<file path="src/sv/lzsrd_pkg.sv">
// ----------------------------------------------------------------------------
// lzsrd_pkg
// Shared types and constants of the LZSS ring decompressor.
// ----------------------------------------------------------------------------
package lzsrd_pkg;

	localparam int RING_DEPTH = 4096;
	localparam int RING_AW = $clog2(RING_DEPTH);
	localparam logic [RING_AW-1:0] START_POS = RING_AW'(12'hFEE);

	localparam logic [31:0] MAX_LEN = 32'd8000000;
	localparam int DECL_W = 23;
	localparam int CNT_W = 5;
	localparam logic [CNT_W-1:0] LEN_BIAS = CNT_W'(3);

	localparam int FIFO_DEPTH = 4;
	localparam int FIFO_AW = $clog2(FIFO_DEPTH);

	typedef enum logic [1:0] {
		PH_IDLE,
		PH_HEADER,
		PH_TOKEN,
		PH_MATCH2
	} phase_t;

	typedef enum logic [1:0] {
		K_LIT,
		K_MATCH,
		K_ERR
	} kind_t;

	typedef struct packed {
		kind_t              kind;
		logic [7:0]         data;
		logic [RING_AW-1:0] off;
		logic [CNT_W-1:0]   cnt;
		logic               fend;
		logic               restart;
		logic [DECL_W-1:0]  decl;
	} cmd_t;

	typedef struct packed {
		logic full;
		logic empty;
	} q_stat_t;

endpackage

</file>
<file path="src/sv/lzsrd_fifo.sv">
// ----------------------------------------------------------------------------
// lzsrd_fifo
// Short command queue between the stream parser and the copy engine.
// ----------------------------------------------------------------------------
module lzsrd_fifo (
	input  logic                clk,
	input  logic                arst_n,
	input  logic                push,
	input  lzsrd_pkg::cmd_t     wr_cmd,
	input  logic                pop,
	output lzsrd_pkg::cmd_t     rd_cmd,
	output lzsrd_pkg::q_stat_t  stat
);

	lzsrd_pkg::cmd_t slot_q [lzsrd_pkg::FIFO_DEPTH];
	logic [lzsrd_pkg::FIFO_AW-1:0] wr_ptr_q, rd_ptr_q;
	logic [lzsrd_pkg::FIFO_AW:0] count_q;
	logic do_push, do_pop;

	assign stat.full = (count_q == (lzsrd_pkg::FIFO_AW + 1)'(lzsrd_pkg::FIFO_DEPTH));
	assign stat.empty = (count_q == '0);
	assign do_push = push & ~stat.full;
	assign do_pop = pop & ~stat.empty;
	assign rd_cmd = slot_q[rd_ptr_q];

	always_ff @(posedge clk) begin
		if (do_push) begin
			slot_q[wr_ptr_q] <= wr_cmd;
		end
	end

	always_ff @(posedge clk or negedge arst_n) begin
		if (!arst_n) begin
			wr_ptr_q <= '0;
			rd_ptr_q <= '0;
			count_q <= '0;
		end else begin
			if (do_push) begin
				wr_ptr_q <= wr_ptr_q + 1'b1;
			end
			if (do_pop) begin
				rd_ptr_q <= rd_ptr_q + 1'b1;
			end
			if (do_push && !do_pop) begin
				count_q <= count_q + 1'b1;
			end else if (do_pop && !do_push) begin
				count_q <= count_q - 1'b1;
			end
		end
	end

endmodule

</file>
<file path="config.mk">
export PLATFORM = sky130hd
export DESIGN_NAME = lzsrd_fifo
export DESIGN_NICKNAME = d
export VERILOG_FILES = /design/src/sv/lzsrd_pkg.sv /design/src/sv/lzsrd_fifo.sv
export SDC_FILE = /design/constraint.sdc
export NUM_CORES = 1
export LEC_CHECK = 0
export ABC_CLOCK_PERIOD_IN_PS = 5170
export BUFFER_PORTS_ARGS = -buffer_cell sky130_fd_sc_hd__buf_2
export CORE_UTILIZATION = 50
export CTS_BUF_LIST = sky130_fd_sc_hd__clkbuf_8 sky130_fd_sc_hd__clkbuf_16
export CTS_CLUSTER_SIZE = 16
export DETAILED_ROUTE_END_ITERATION = 6
export HOLD_SLACK_MARGIN = 0.05
export PLACE_DENSITY = 0.71
export SLEW_MARGIN = 15
export SYNTH_ARGS = -nofsm -noshare
export SYNTH_HDL_FRONTEND = slang
export SYNTH_SLANG_ARGS = --single-unit
</file>
<file path="constraint.sdc">
create_clock -name clk -period 5.17 [get_ports clk]
set_clock_uncertainty 0.2 [all_clocks]
set_input_delay 0.7755 -clock clk [delete_from_list [all_inputs] [get_ports clk]]
set_output_delay 0.7755 -clock clk [all_outputs]
set_load 0.03 [all_outputs]
</file>
# Word-level counts from Yosys, hierarchy flattened
# Memory sizes are Yosys's and may differ from the RTL's.
# Cells that the tools add are included.
[totals]
out_inout_bits = 54
inputBits = 56
ff_bits = 7
ramBits = 208
wordCells = 23
memories = 1
[classes]
reduce_logical = 6
muxes = 4
n_eq_ne = 1
add_sub_neg = 4
bitwise = 4
[mem_list]
columns = ["memory", "depth", "word_bits", "read_ports", "rd_ports_with_merged_regs", "write_ports", "line_no", "rtl"]
rows = [
  ["slot_q", 4, 52, 1, 0, 1, "lzsrd_fifo.sv:15", "lzsrd_pkg::cmd_t slot_q [lzsrd_pkg::FIFO_DEPTH];"],
]
[ops]
columns = ["operator", "n"]
rows = [
  ["3-bit two-way mux", 2],
  ["2-bit by 1-bit adder with 2-bit output (second input constant)", 2],
  ["3-bit by 1-bit adder with 3-bit output (second input constant)", 1],
  ["3-bit == test (second input constant)", 1],
  ["3-bit logical NOT", 1],
  ["3-bit by 1-bit subtractor with 3-bit output (second input constant)", 1],
  ["1-bit AND", 2],
  ["1-bit logical AND", 2],
  ["1-bit logical NOT", 2],
  ["1-bit two-way mux", 2],
  ["1-bit NOT", 2],
  ["2-bit nonzero test", 1],
]

# Longest topological paths before layout
[depth]
word_depth = 7
depth_mapped = 9

# Worst setup path before layout
# Ideal clock, no wire load.
[synth_timing]
kind = "input -> register"
from = "input push"
to = "memory slot_q[0][0] in the netlist's numbering, enable pin"
cell_stages = 3
path_buffers = 1
t_arrival_ns = 2.304
setup_ns = 0.415
path_slack_ns = 2.251
cell_sequence = "nor2b_1 -> buf_2 -> and2_1"
[synth_between]
elab_chain_len = 3
[synth_rtl]
columns = ["element", "line_no", "rtl"]
rows = [
  ["from (decl)", "lzsrd_fifo.sv:8", "input logic push,"],
  ["1-bit AND", "lzsrd_fifo.sv:22", "assign do_push = push & ~stat.full;"],
  ["net do_push", "lzsrd_fifo.sv:18", "logic do_push, do_pop;"],
  ["1-bit two-way mux", "lzsrd_fifo.sv:27", "if (do_push) begin"],
  ["1-bit two-way mux (not written as such)", "lzsrd_fifo.sv:28", "slot_q[wr_ptr_q] <= wr_cmd;"],
  ["to (decl)", "lzsrd_fifo.sv:15", ""],
]
# The timed path passes the listed nets, and every way through them passes these cells.

==> summary.txt <==
outcome -> completed
DP HPWL -> 8.14 mm
CTS buffer count -> 21
Die Wd -> 128 microns
Syn Inst Count -> 308
multi-input logic area -> 0.00142 sq mm
Post-Layout Cell Count -> 661
initial antenna violation count -> 3
# DRC -> 0
unrepaired setup endpoints after global routing -> false
Hold Buf Count CTS -> 1
Ys Warns -> 0
Hold Vio Cnt, Final -> 0
number of port buffers -> 109
# placed instances -> 620
async set-or-reset flop fraction in the synthesized netlist -> 3.26%
Core ar. -> 0.0154 sq mm
area grow syn2layout -> 19.1%
clock buffer depth -> 3
Sw Ratio -> 32.3%
Setup Fix Bufs, Post-CTS -> 0
Netlist cell types -> 21
Crit. End Element -> primary output
setup TNS -> 0 ps
Clock Root Buffer -> clkbuf_16
vias per cell -> 5.35
clk_lat worst skew -> 470 ps
Hold WC Path Type -> reg2reg
Rel. slew slack -> 43.2%
vias in the first global route -> 3,706
RD Place Congestion -> 0.684
layout cells sized above 1 -> 46.2%
peak supply drop -> 0.000364 V
Hold Path End -> count_q[2]
Routed WL -> 13.8 mm
die height -> 128 microns
count leader, synth -> edfxtp_1
largest area contributor in the netlist -> edfxtp_1
Mean Syn Cell Area -> 26.0 sq um
R2R Setup Slk -> 2350 ps
largest net degree at the start of global routing -> 55
Register-to-Register Path Depth -> 4
Cell Rows -> 45
Hold Crit Start -> count_q[2]
RR Endpoint -> slot_q[3][36]
register area -> 0.00643 sq mm
top post-synthesis cells by area -> edfxtp_1 78%, mux4_2 14%, dfrtp_1 2.2%, mux4_1 1.3%, buf_12 1.3%
share of total power in the clock network -> 27.8%
Top FF cell, synth -> edfxtp_1
Mapped Area -> 0.00799 sq mm
DR pass1 iterations -> 4
hold path cells -> 1
Cell Pwr Density -> 639 mW/mm^2
Antenna Nets Post-Route -> 0
htree depth -> 1
CTS tree -> yes
Slew @ Worst Pin -> 852 ps
number of synthesized flops with an enable pin -> 208
CP required -> 4190 ps
post-synthesis sequential area ratio -> 80.3%
register clock-pin slew on the reported worst setup and hold paths -> 60 ps
Psw -> 1960 uW
Num Clock Sinks -> 215
die area -> 0.0165 sq mm
cell-internal power -> 4120 uW
GRT Residual Overflow -> 0
crit path time final -> 3430 ps
Final Slew Violations -> 0
Mapped Nets -> 370
Synth top cells by count -> 208 x edfxtp_1, 48 x mux4_2, 7 x buf_2, 7 x dfrtp_1
initial core utilization -> 51.8%
first-pass GRT wire length -> 21.2 mm
via count -> 3,539
crit path launch type -> flop
# nets final -> 496
GRT Overall Usage -> 17.5%
crit path DAT -> 2450 ps
combinational power share -> 30.9%
Max Freq -> 292 MHz
start of the worst register-to-register path -> count_q[2]
drt first-iter violations -> 209
Gates resized, CTS repair -> 0
fillers -> 1,120
share of the synthesized area in the top cell type -> 78.1%
final worst path period share -> 66.2%
leakage power -> 0.00332 uW
Final Setup Violations -> 0
drt wl/cell -> 20.8 microns
Synth Register Bits -> 215
sequential power share -> 41.3%
# IOs -> 110
Max-cap violations -> 0
crit path kind -> reg2out
Worst Path Max Fanout -> 28
==> registers in the layout (all words and copies together), names as in the netlist <==
| register | cells |
|---|---|
| count_q | 3 |
| rd_ptr_q | 2 |
| slot_q | 208 |
| wr_ptr_q | 2 |
==> placed cells by master (no fill, tap or decap), drive strengths merged <==
master         n
edfxtp       208
buf          115
mux4          52
clkbuf        21
clkinv         8
bufinv         7
dfrtp          7
inv            5
ha             5
and2           4
xnor2          4
diode          2
xor2           2
mux2           2
nor3b          1
nor2b          1
or3            1
nand2          1
nand3          1
nor2           1
fa             1
dlygate4sd3    1
==> power by group through the flow <==
| stage | combinational [uW] | sequential [uW] | clock [uW] |
|---|---|---|---|
| after floorplan | 1570 | 2410 | 0 |
| after global placement | 1810 | 2600 | 0 |
| after detailed placement | 1830 | 2620 | 0 |
| after CTS | 1840 | 2590 | 1720 |
| after global routing | 2000 | 2560 | 1790 |
| final | 1880 | 2510 | 1690 |
==> area by class of cell <==
cell class                 instances  area share [%]
antenna                            2          0.0526
tap                              211            2.77
inverter                           4           0.158
clock buffer                      21            5.52
clock inverter                    16            2.69
multi-input combinational         76            14.9
timing repair buffer             116            6.44
sequential                       215            67.5
==> metal layers <==
metal | vias to the layer above | part of all wire, % | global-route usage (%)
li1 | 1565 | - | -
met1 | 1856 | 42 | 24.1
met2 | 94 | 51 | 28.6
met3 | 20 | 5.4 | 3.87
met4 | 4 | 1.3 | 4.78
met5 | - | 0.17 | 0
==> worst max-delay path by stage <==
stage	endpoint	depth (start not counted)	slack, ps	startpoint
detailed placement	slot_q[3][19]	4	1980	push
CTS	rd_cmd[45]	2	1580	rd_ptr_q[0]
global route	rd_cmd[3]	3	1630	rd_ptr_q[1]
floorplan	slot_q[0][0]	3	2250	push
finish	rd_cmd[3]	3	1740	rd_ptr_q[1]
global placement	slot_q[3][27]	4	2040	push
==> critical path: stages, from the launching register on <==
cell and delay [ps]:
dfrtp_2 860, buf_4 480, mux4_2 420, buf_2 210
==> through the flow <==
step           hold WS, ps  power, uW  setup slack (ps)  util (%)  area [sq um]
2_1_floorplan          245       3980              2250         -          7990
3_3_place_gp           261       4410              2040      56.4          8700
3_5_place_dp           269       4450              1980      56.4          8700
4_1_cts                281       6140              1580      61.5          9500
5_1_grt                294       6340              1630      61.7          9520
6_report               279       6080              1740      61.7          9520
==> cell families (layout without fill, tap and decap cells) <==
logic type / count (synthesis) / count (layout) / share of synthesized area (%)
xor+xnor: 6 / 6 / 0.657
fa+ha+maj: 6 / 6 / 1.03
flops: 215 / 215 / 80.3
buf+inv: 17 / 157 / 2.02
mux: 54 / 54 / 15.2
simple gates: 10 / 10 / 0.783
other cells: 0 / 2 / 0
Note: power is estimated with default switching activity, not from simulation.
