--- src/sv/lzsrd_pkg.sv ---
// ----------------------------------------------------------------------------
// lzsrd_pkg
// Shared types and constants of the LZSS ring decompressor.
// ----------------------------------------------------------------------------
package lzsrd_pkg;

	localparam int RING_DEPTH = 4096;
	localparam int RING_AW = $clog2(RING_DEPTH);
	localparam logic [RING_AW-1:0] START_POS = RING_AW'(12'hFEE);

	localparam logic [31:0] MAX_LEN = 32'd8000000;
	localparam int DECL_W = 23;
	localparam int CNT_W = 5;
	localparam logic [CNT_W-1:0] LEN_BIAS = CNT_W'(3);

	localparam int FIFO_DEPTH = 4;
	localparam int FIFO_AW = $clog2(FIFO_DEPTH);

	typedef enum logic [1:0] {
		PH_IDLE,
		PH_HEADER,
		PH_TOKEN,
		PH_MATCH2
	} phase_t;

	typedef enum logic [1:0] {
		K_LIT,
		K_MATCH,
		K_ERR
	} kind_t;

	typedef struct packed {
		kind_t              kind;
		logic [7:0]         data;
		logic [RING_AW-1:0] off;
		logic [CNT_W-1:0]   cnt;
		logic               fend;
		logic               restart;
		logic [DECL_W-1:0]  decl;
	} cmd_t;

	typedef struct packed {
		logic full;
		logic empty;
	} q_stat_t;

endpackage

--- src/sv/lzsrd_front.sv ---
// ----------------------------------------------------------------------------
// lzsrd_front
// Parses the compressed stream: header, control bytes and tokens, and queues
// one command per literal, match or size error.
// ----------------------------------------------------------------------------
module lzsrd_front (
	input  logic                    clk,
	input  logic                    arst_n,
	input  logic                    src_valid,
	output logic                    src_stall,
	input  logic [7:0]              in_byte,
	input  logic                    first_of_file,
	input  lzsrd_pkg::q_stat_t      q_stat,
	input  logic                    clearing,
	output logic                    push,
	output lzsrd_pkg::cmd_t         cmd
);

	lzsrd_pkg::phase_t phase_q, phase_d;
	logic [1:0] hdr_q, hdr_d;
	logic [31:0] acc_q, acc_d, acc_new;
	logic [8:0] flags_q, flags_d;
	logic [lzsrd_pkg::DECL_W-1:0] left_q, left_d;
	logic [lzsrd_pkg::DECL_W-1:0] decl_q, decl_d;
	logic [7:0] offlo_q, offlo_d;
	logic restart_q, restart_d;
	logic [lzsrd_pkg::CNT_W-1:0] mlen;
	logic accept;

	assign src_stall = q_stat.full | clearing;
	assign accept = src_valid & ~src_stall;

	always_ff @(posedge clk or negedge arst_n) begin
		if (!arst_n) begin
			phase_q <= lzsrd_pkg::PH_IDLE;
			hdr_q <= '0;
			acc_q <= '0;
			flags_q <= 9'd1;
			left_q <= '0;
			decl_q <= '0;
			offlo_q <= '0;
			restart_q <= 1'b0;
		end else begin
			phase_q <= phase_d;
			hdr_q <= hdr_d;
			acc_q <= acc_d;
			flags_q <= flags_d;
			left_q <= left_d;
			decl_q <= decl_d;
			offlo_q <= offlo_d;
			restart_q <= restart_d;
		end
	end

	always_comb begin
		phase_d = phase_q;
		hdr_d = hdr_q;
		acc_d = acc_q;
		flags_d = flags_q;
		left_d = left_q;
		decl_d = decl_q;
		offlo_d = offlo_q;
		restart_d = restart_q;
		push = 1'b0;
		acc_new = acc_q | ({24'd0, in_byte} << {hdr_q, 3'b000});
		mlen = {1'b0, in_byte[3:0]} + lzsrd_pkg::LEN_BIAS;
		cmd.kind = lzsrd_pkg::K_LIT;
		cmd.data = in_byte;
		cmd.off = {in_byte[7:4], offlo_q};
		cmd.cnt = lzsrd_pkg::CNT_W'(1);
		cmd.fend = 1'b0;
		cmd.restart = restart_q;
		cmd.decl = decl_q;
		if (accept) begin
			if (first_of_file) begin
				phase_d = lzsrd_pkg::PH_HEADER;
				hdr_d = 2'd1;
				acc_d = {24'd0, in_byte};
				flags_d = 9'd1;
				left_d = '0;
				restart_d = 1'b1;
			end else begin
				unique case (phase_q)
					lzsrd_pkg::PH_HEADER: begin
						acc_d = acc_new;
						hdr_d = hdr_q + 2'd1;
						if (hdr_q == 2'd3) begin
							if (acc_new > lzsrd_pkg::MAX_LEN) begin
								push = 1'b1;
								cmd.kind = lzsrd_pkg::K_ERR;
								cmd.decl = lzsrd_pkg::MAX_LEN[lzsrd_pkg::DECL_W-1:0];
								decl_d = lzsrd_pkg::MAX_LEN[lzsrd_pkg::DECL_W-1:0];
								phase_d = lzsrd_pkg::PH_IDLE;
							end else if (acc_new == 32'd0) begin
								phase_d = lzsrd_pkg::PH_IDLE;
							end else begin
								left_d = acc_new[lzsrd_pkg::DECL_W-1:0];
								decl_d = acc_new[lzsrd_pkg::DECL_W-1:0];
								phase_d = lzsrd_pkg::PH_TOKEN;
							end
						end
					end
					lzsrd_pkg::PH_TOKEN: begin
						if (flags_q[8:1] == 8'd0) begin
							flags_d = {1'b1, in_byte};
						end else if (flags_q[0]) begin
							push = 1'b1;
							cmd.fend = (left_q == lzsrd_pkg::DECL_W'(1));
							left_d = left_q - lzsrd_pkg::DECL_W'(1);
							flags_d = flags_q >> 1;
							if (left_q == lzsrd_pkg::DECL_W'(1)) begin
								phase_d = lzsrd_pkg::PH_IDLE;
							end
						end else begin
							offlo_d = in_byte;
							phase_d = lzsrd_pkg::PH_MATCH2;
						end
					end
					lzsrd_pkg::PH_MATCH2: begin
						push = 1'b1;
						cmd.kind = lzsrd_pkg::K_MATCH;
						flags_d = flags_q >> 1;
						if (lzsrd_pkg::DECL_W'(mlen) >= left_q) begin
							cmd.cnt = left_q[lzsrd_pkg::CNT_W-1:0];
							cmd.fend = 1'b1;
							left_d = '0;
							phase_d = lzsrd_pkg::PH_IDLE;
						end else begin
							cmd.cnt = mlen;
							left_d = left_q - lzsrd_pkg::DECL_W'(mlen);
							phase_d = lzsrd_pkg::PH_TOKEN;
						end
					end
					default: begin
					end
				endcase
				if (push) begin
					restart_d = 1'b0;
				end
			end
		end
	end

endmodule

--- config.mk ---
export PLATFORM = sky130hd
export DESIGN_NAME = lzsrd_front
export DESIGN_NICKNAME = d
export VERILOG_FILES = /design/src/sv/lzsrd_pkg.sv /design/src/sv/lzsrd_front.sv
export SDC_FILE = /design/constraint.sdc
export NUM_CORES = 1
export LEC_CHECK = 0
export BUFFER_PORTS_ARGS = -buffer_cell sky130_fd_sc_hd__buf_4
export CORE_MARGIN = 4
export CORE_UTILIZATION = 40
export DETAILED_ROUTE_END_ITERATION = 7
export PLACE_DENSITY_LB_ADDON = 0.15
export SYNTH_ARGS = -nofsm -noshare
export SYNTH_HDL_FRONTEND = slang
export SYNTH_SLANG_ARGS = --single-unit
--- constraint.sdc ---
create_clock -name clk -period 8.3 [get_ports clk]
set_input_delay 0.415 -clock clk [delete_from_list [all_inputs] [get_ports clk]]
set_output_delay 0.415 -clock clk [all_outputs]
set_load 0.01 [all_outputs]
# Word-level counts from Yosys, hierarchy flattened
# Cells that the tools add are included.
# totals
register_bits,100
inputBits,15
output_inout_bits,54
word_cells,105
# op_classes
addsub,4
n_lt_le_gt_ge,2
n_eq_ne,13
shift,1
n_mux,55
bitwise_logic,7
reduce_logical,14
# ops
cell,count
two-way mux 23 bit,13
case mux 23 bit (3 select lines),1
two-way mux 32 bit,2
greater-than comparator 32 x 23 -> 1 bit (second input constant),1
logical NOT 32 bit,1
bitwise OR 32 bit,1
<< shifter 8 x 5 -> 32 bit,1
two-way mux 2 bit,14
two-way mux 9 bit,3
equality test 23 x 1 -> 1 bit (second input constant),1
>= comparator 5 x 23 -> 1 bit,1
subtractor 23 x 1 -> 23 bit (second input constant),1
subtractor 23 x 5 -> 23 bit,1
case mux 9 bit (2 select lines),1
inequality test 3 bit (second input constant),5
AND reduction 5 bit,3
two-way mux 1 bit,13
two-way mux 6 bit,2
two-way mux 5 bit,2
logical NOT 8 bit,1
inequality test 4 bit (second input constant),2
AND reduction 7 bit,1
equality test 2 bit (second input constant),3
case mux 2 bit (3 select lines),1
15 further kinds,21

# Logic depth before layout (Yosys ltp)
# Gate-level depths: netlist (run 1).
# depth
depth_word,10
mapped_depth,13

# Worst setup path after synthesis (run 1)
# Ideal clock, no wire load.
# synth_timing
kind,input to output
start,input port in_byte[0]
end,output port cmd[28] (netlist name)
t_arrival_ns,3.025
path_slack_ns,4.860
stages,13
path_buffers,3
cell_sequence,clkbuf_1 inv_1 ha_1 xor2_1 ha_1 o21ai_0 a21oi_1 nor3_1 o21ai_2 clkbuf_1 buf_2 nor2_1 a211oi_1
# synth_rtl
element,line_no,source
start: declaration,lzsrd_front.sv:11,"input logic [7:0] in_byte,"
end: declaration,lzsrd_front.sv:16,output lzsrd_pkg::cmd_t cmd

==> reports/results.tsv, run 1 <==
stage	metric	value	unit
timing	Max Freq	0.231	GHz
timing	RSZ-0062 raised after global routing	no	
timing	period utilisation layout	52.0	%
floorplan	number of I/O pins	69	
global_route	All-Layer GR Usage	22.7	%
yosys	Post-Syn Area	6700	µm²
yosys	largest family of logic cells by synthesized area	compound AO/OA/AOI/OAI gates	
yosys	asr flop ratio synth	100	%
timing	Setup TNS Final	0	ns
yosys	most frequently used flop master after synthesis	dfrtp_1	
setup_path	Critical Path Source	hdr_q[0]$_DFFE_PN0P_	
finish	most frequent cells in the layout	dfrtp_1 (99), buf_4 (74), a21oi_1 (71), nand2_1 (70), nor2_1 (60)	
yosys	Syn Area/Cell	8.62	µm²
global_route	Overflow after GRT	0	
clocking	clk sink count	100	
clocking	Clock Latency Late Sink	0.35	ns
setup_path	CP Capture Type	output port	
clocking	Num CTS Buffers	9	
finish	fin nets	819	
clocking	Hold Buf Count CTS	0	
finish	footprint of the multi-input gates	3720	µm²
finish	share of layout cells above drive strength 1	16.6	%
clocking	H-tree depth	3	
pwr	Pleak	0.00337	µW
global_route	global-route wire length before repair	33200	µm
setup_path	startpoint type of the worst setup path	flop	
setup_path	Crit Path Max Fanout	26	
setup_path	Worst Setup EP	cmd[6]	
timing	pins over their slew limit	0	
placed_design	Placer Congestion	0.879	
timing	Slew @ Worst Pin	1.07	ns
clocking	cts repair resizes	0	
yosys	post-synthesis simple-gate area fraction	20.7	%
setup_path	R2R depth	7	
clocking	Max Buffers Root-to-Sink	2	
pwr	Sequential Power Share	30.8	%
clocking	CTS Root Cell	clkbuf_16	
yosys	post-synthesis instance total	777	
outcome	status	finished, final reports clean	
finish	most common cell after layout, fill and taps aside	dfrtp_1	
global_route	GR Util met1	31.4	%
timing	endpoints failing setup	0	
route	drt wl/cell	20.5	µm
floorplan	area of the core	16500	µm²
setup_path	CP required	7.89	ns
yosys	Unique masters post-synth	73	
setup_path	Worst R2R End	left_q[0]$_DFFE_PN0P_	
floorplan	Starting Density	40.7	%
global_route	number of global-route vias before repair	5924	
placed_design	IO Port Bufs	67	
global_route	M3 GR Usage	3.40	%
placed_design	placement-stage cell area	7160	µm²
pwr	VDD IR-drop max	0.000137	V
global_route	initial antenna violation count	0	
finish	# diodes	0	
pwr	switch share	46.2	%
yosys	post-synthesis mux area share	5.27	%
floorplan	Vert. Die Dim	137	µm
yosys	post-synthesis compound-gate area fraction	23.2	%
pwr	Clock power frac	15.3	%
setup_path	r2r setup slk	4.66	ns
global_route	largest net degree at the start of global routing	52	
timing	final hold vios	0	
global_route	GR peak layer	met2	
route	final wirelength	20800	µm
setup_path	worst r2r src	hdr_q[1]$_DFFE_PN0P_	
clocking	# Post-CTS Setup Buffers	0	
yosys	EDFF count, synth	0	
hold_path	HP Class	in -> async	
run	max cap viols	0	
route	First DRT Iteration DRCs	552	
yosys	synth warn	0	
yosys	post-synthesis sequential area ratio	37.4	%
floorplan	Die W	137	µm
yosys	Post-Synth XOR/XNOR Area	3.66	%
route	TritonRoute pass-1 iters	5	
pwr	switching power	1200	µW
setup_path	Setup CP Type	reg -> out	
yosys	net count after synthesis	806	
yosys	post-synth top area cell	dfrtp_1	
clocking	CTS tree	built	
floorplan	die area	18900	µm²
finish	synth-to-layout area growth	10.9	%
placed_design	DP Wirelength	14500	µm
route	vias per std cell	6.08	
global_route	met2 Use GR	35.5	%
timing	min Tclk post-route	4.32	ns
route	Post-DRT Antenna Nets	0	
yosys	synth top area cells	dfrtp_1 (37%), a21oi_1 (5.3%), nand2_1 (3.9%)	
pwr	internal power	1400	µW
setup_path	crit path DAT	3.91	ns
finish	Layout fillers	1652	
pwr	Gate power share	53.9	%
route	Via Count	6169	
yosys	top-area cell type share of the netlist area	37.0	%
timing	clock skew	0.00716	ns
clocking	register clock-pin slew on the reported worst setup and hold paths	0.07	ns
timing	Slew headroom	28.5	%
floorplan	# rows	47	
route	DRC	0	
finish	Final Cell Area	7420	µm²
yosys	Adder-Cell Fraction of Synth Area	2.73	%
finish	Reg area	2500	µm²
yosys	Seq cells post-synth	100	
pwr	PwrDens	350	nW/µm²
cells in the mapped netlist (all sizes together), types with 4 or more instances:
library cell and n:
a31oi 15, ha 13, nor3 21, and2 25, or4 7, a41oi 7, mux2 24, xor2 16
o21ai 45, or2 6, a21oi 72, nor2b 7, a2111oi 4, o211ai 8, o22ai 8, nand3 15
a221oi 9, a21o 9, o21a 4, nand2b 12, clkbuf 47, or3 6, buf 25, nor2 60
xnor2 12, nor4 30, a211oi 13, nand2 70, inv 27, a211o 6, dfrtp 99, o41ai 7
a22oi 7
sequential cells by signal, indices dropped and copies added (netlist names):
name,count
restart_q,1
decl_q,23
flags_q,9
hdr_q,2
left_q,23
offlo_q,8
acc_q,32
phase_q,2
metal layers:
metal | vias to the layer above | wire length [µm]
met3 | 33 | 1480
met1 | 3019 | 9100
met4 | 0 | 677
met5 | - | 0
met2 | 261 | 9570
li1 | 2856 | -
power groups by stage:
stage	logic, µW	clock network [µW]	registers [µW]
2_1_floorplan	1080	0	724
3_3_place_gp	1350	0	800
3_5_place_dp	1380	0	806
4_1_cts	1390	408	797
5_1_grt	1540	428	824
6_report	1400	397	800
critical path, cell delays in order, from the launching register on:
cell and delay [ns]:
dfrtp_1 0.51, nor2b_1 0.30, a21oi_1 0.58, nor4_1 0.15, and3_1 0.25, a221oi_2 0.44, nand3_1 0.71, and2_1 0.44
buf_4 0.15
worst min path at each step:
| stage | to | slack [ns] | cells after the start |
|---|---|---|---|
| 2_1_floorplan | acc_q[0]$_DFFE_PN0P_ | 0.12 | 0 |
| 3_3_place_gp | decl_q[3]$_DFFE_PN0P_ | 0.46 | 2 |
| 3_5_place_dp | decl_q[10]$_DFFE_PN0P_ | 0.46 | 2 |
| 4_1_cts | decl_q[10]$_DFFE_PN0P_ | 0.11 | 1 |
| 5_1_grt | acc_q[3]$_DFFE_PN0P_ | 0.14 | 1 |
| 6_report | decl_q[10]$_DFFE_PN0P_ | 0.08 | 1 |
per-stage QoR:
stage	hold WS (ns)	setup slack, ns	instances	util (%)	total power, µW
after floorplan	0.119	4.86	777	-	1810
after global placement	0.458	4.32	999	43.5	2150
after detailed placement	0.463	4.28	999	43.5	2190
after CTS	0.109	4.02	1014	45.1	2590
after global routing	0.141	3.67	1014	45.1	2790
final	0.0848	3.98	1014	45.1	2600
final cells by class:
| type | instances | share of cell area (%) |
|---|---|---|
| Multi-Input combinational cell | 578 | 50.2 |
| Sequential cell | 100 | 33.7 |
| Timing Repair Buffer | 74 | 7.48 |
| Tap cell | 220 | 3.71 |
| Clock buffer | 10 | 3.08 |
| Inverter | 27 | 1.37 |
| Clock inverter | 5 | 0.489 |
cell families (layout without fill, tap and decap cells):
group           count (synthesis)  in the layout
fa+ha+maj                      14             14
flops                         100            100
simple gates                  273            273
xor+xnor                       28             28
compound gates                236            236
buf+inv                        99            116
mux                            27             27
(Power assumes the default switching activity.)
==> inputs of run 2 (changes only) <==
Clock period 8.3 ns to 4.39 ns, I/O delays scaled along.
==> reports/results.tsv, run 2 (synthesized netlist as in run 1, its figures left out) <==
stage	metric	value	unit
floorplan	area of the core	16500	µm²
global_route	number of global-route vias before repair	5996	
clocking	register clock-pin slew on the reported worst setup and hold paths	0.07	ns
finish	most frequent cells in the layout	dfrtp_1 (99), buf_4 (82), a21oi_1 (71), nand2_1 (70), nor2_1 (60)	
placed_design	DP Worst Slack	0.991	ns
global_route	global-route wire length before repair	33500	µm
finish	# diodes	0	
hold_path	HP Class	in -> reg	
timing	period utilisation layout	81.5	%
setup_path	r2r setup slk	1.08	ns
route	Post-DRT Antenna Nets	0	
timing	final hold vios	0	
finish	synth-to-layout area growth	12.1	%
setup_path	CP Capture Type	output port	
route	TritonRoute pass-1 iters	5	
clocking	# Post-CTS Setup Buffers	0	
setup_path	Setup CP Type	reg -> out	
finish	Reg area	2500	µm²
route	vias per std cell	6.08	
clocking	H-tree depth	3	
setup_path	Worst R2R End	left_q[0]$_DFFE_PN0P_	
hold_path	Hold Path Stages	3	
setup_path	CP required	4.17	ns
finish	Layout fillers	1655	
finish	most common cell after layout, fill and taps aside	dfrtp_1	
finish	fin nets	828	
route	drt wl/cell	20.7	µm
timing	final critical-path setup slack	0.813	ns
timing	Slew @ Worst Pin	1.11	ns
setup_path	R2R depth	8	
clocking	Hold Buf Count CTS	1	
pwr	VDD IR-drop max	0.000301	V
floorplan	Die W	137	µm
timing	pins over their slew limit	0	
clocking	Max Buffers Root-to-Sink	2	
global_route	All-Layer GR Usage	23.1	%
placed_design	IO Port Bufs	67	
timing	endpoints failing setup	0	
floorplan	number of I/O pins	69	
outcome	status	finished, final reports clean	
global_route	largest net degree at the start of global routing	59	
hold_path	WHS Endpoint	acc_q[5]$_DFFE_PN0P_	
pwr	PwrDens	664	nW/µm²
floorplan	die area	18900	µm²
setup_path	worst r2r src	hdr_q[1]$_DFFE_PN0P_	
global_route	initial antenna violation count	0	
clocking	Num CTS Buffers	9	
clocking	cts repair resizes	0	
clocking	CTS tree	built	
setup_path	startpoint type of the worst setup path	flop	
route	First DRT Iteration DRCs	596	
timing	final hold slack	0.210	ns
route	final wirelength	21100	µm
finish	share of layout cells above drive strength 1	17.4	%
floorplan	# rows	47	
pwr	Pleak	0.00341	µW
clocking	clk sink count	100	
timing	Max Freq	0.280	GHz
finish	Largest regs	acc_q x32, decl_q x23, left_q x23	
clocking	Clock Latency Late Sink	0.36	ns
setup_path	Crit Path Max Fanout	26	
global_route	Overflow after GRT	0	
finish	Largest Register	acc_q	
placed_design	Placer Congestion	0.887	
run	max cap viols	0	
placed_design	DP Wirelength	14800	µm
hold_path	Hold Crit Start	in_byte[5]	
timing	clock skew	0.0109	ns
finish	Final Util	45.6	%
timing	Setup TNS Final	0	ns
clocking	CTS Root Cell	clkbuf_16	
timing	min Tclk post-route	3.58	ns
timing	Slew headroom	25.5	%
route	Via Count	6222	
finish	number of flip-flops in the largest register	32	
route	DRC	0	
finish	footprint of the multi-input gates	3720	µm²
floorplan	Vert. Die Dim	137	µm
timing	RSZ-0062 raised after global routing	no	
setup_path	crit path DAT	3.36	ns
floorplan	Starting Density	40.7	%
-- run 2: changes by cell type in the layout (fill, tap and decap cells not counted), sizes merged --
cell,change
buf,+8
clkbuf,+1
clkinv,-1
dlygate4sd3,+1
-- run 2: worst max-delay path: stages (launching register included) --
cell	delay (ns)
dfrtp_1	0.57
nor2b_1	0.56
a21oi_1	0.37
nor4_1	0.41
and3_1	0.26
a221oi_2	0.11
nand3_1	0.13
buf_4	0.26
and2_1	0.19
buf_4	0.12
-- run 2: worst max-delay path by stage --
stage / from / to / slack (ns) / depth (start not counted)
after CTS: hdr_q[0]$_DFFE_PN0P_ / cmd[16] / 0.83 / 9
after global placement: in_byte[0] / left_q[16]$_DFFE_PN0P_ / 1.06 / 12
after global routing: hdr_q[0]$_DFFE_PN0P_ / cmd[10] / 0.66 / 9
after floorplan: in_byte[0] / cmd[28] / 1.34 / 13
final: hdr_q[0]$_DFFE_PN0P_ / cmd[16] / 0.81 / 9
after detailed placement: in_byte[0] / left_q[16]$_DFFE_PN0P_ / 0.99 / 12
-- run 2: layer usage --
| metal | part of all wire (%) | GRT usage [%] | vias to the layer above |
|---|---|---|---|
| li1 | - | - | 2871 |
| met1 | 44 | 31.9 | 3047 |
| met2 | 46 | 35.8 | 266 |
| met3 | 7.0 | 3.69 | 38 |
| met4 | 3.2 | 9.81 | 0 |
| met5 | 0 | 0 | - |
-- run 2: power breakdown --
part,total (µW),switching (µW),internal (µW)
logic,2680,1600,1090
registers,1510,319,1200
clock network,790,386,404
total,4990,2300,2690
-- run 2: layout make-up --
cell class | instances | share of cell area, %
flip-flops and latches | 100 | 33.4
well taps | 220 | 3.67
inverters | 27 | 1.35
multi-input cells | 578 | 49.6
clock inverters | 4 | 0.450
clock buffers | 11 | 3.23
repair buffers | 83 | 8.33
-- run 2: metrics by stage --
step	cells	total power, µW	cell area, µm²
finish	1023	4990	7510
global route	1023	5350	7510
CTS	1023	4970	7510
detailed placement	1007	4180	7220
global placement	1007	4100	7220
floorplan	777	3410	6700
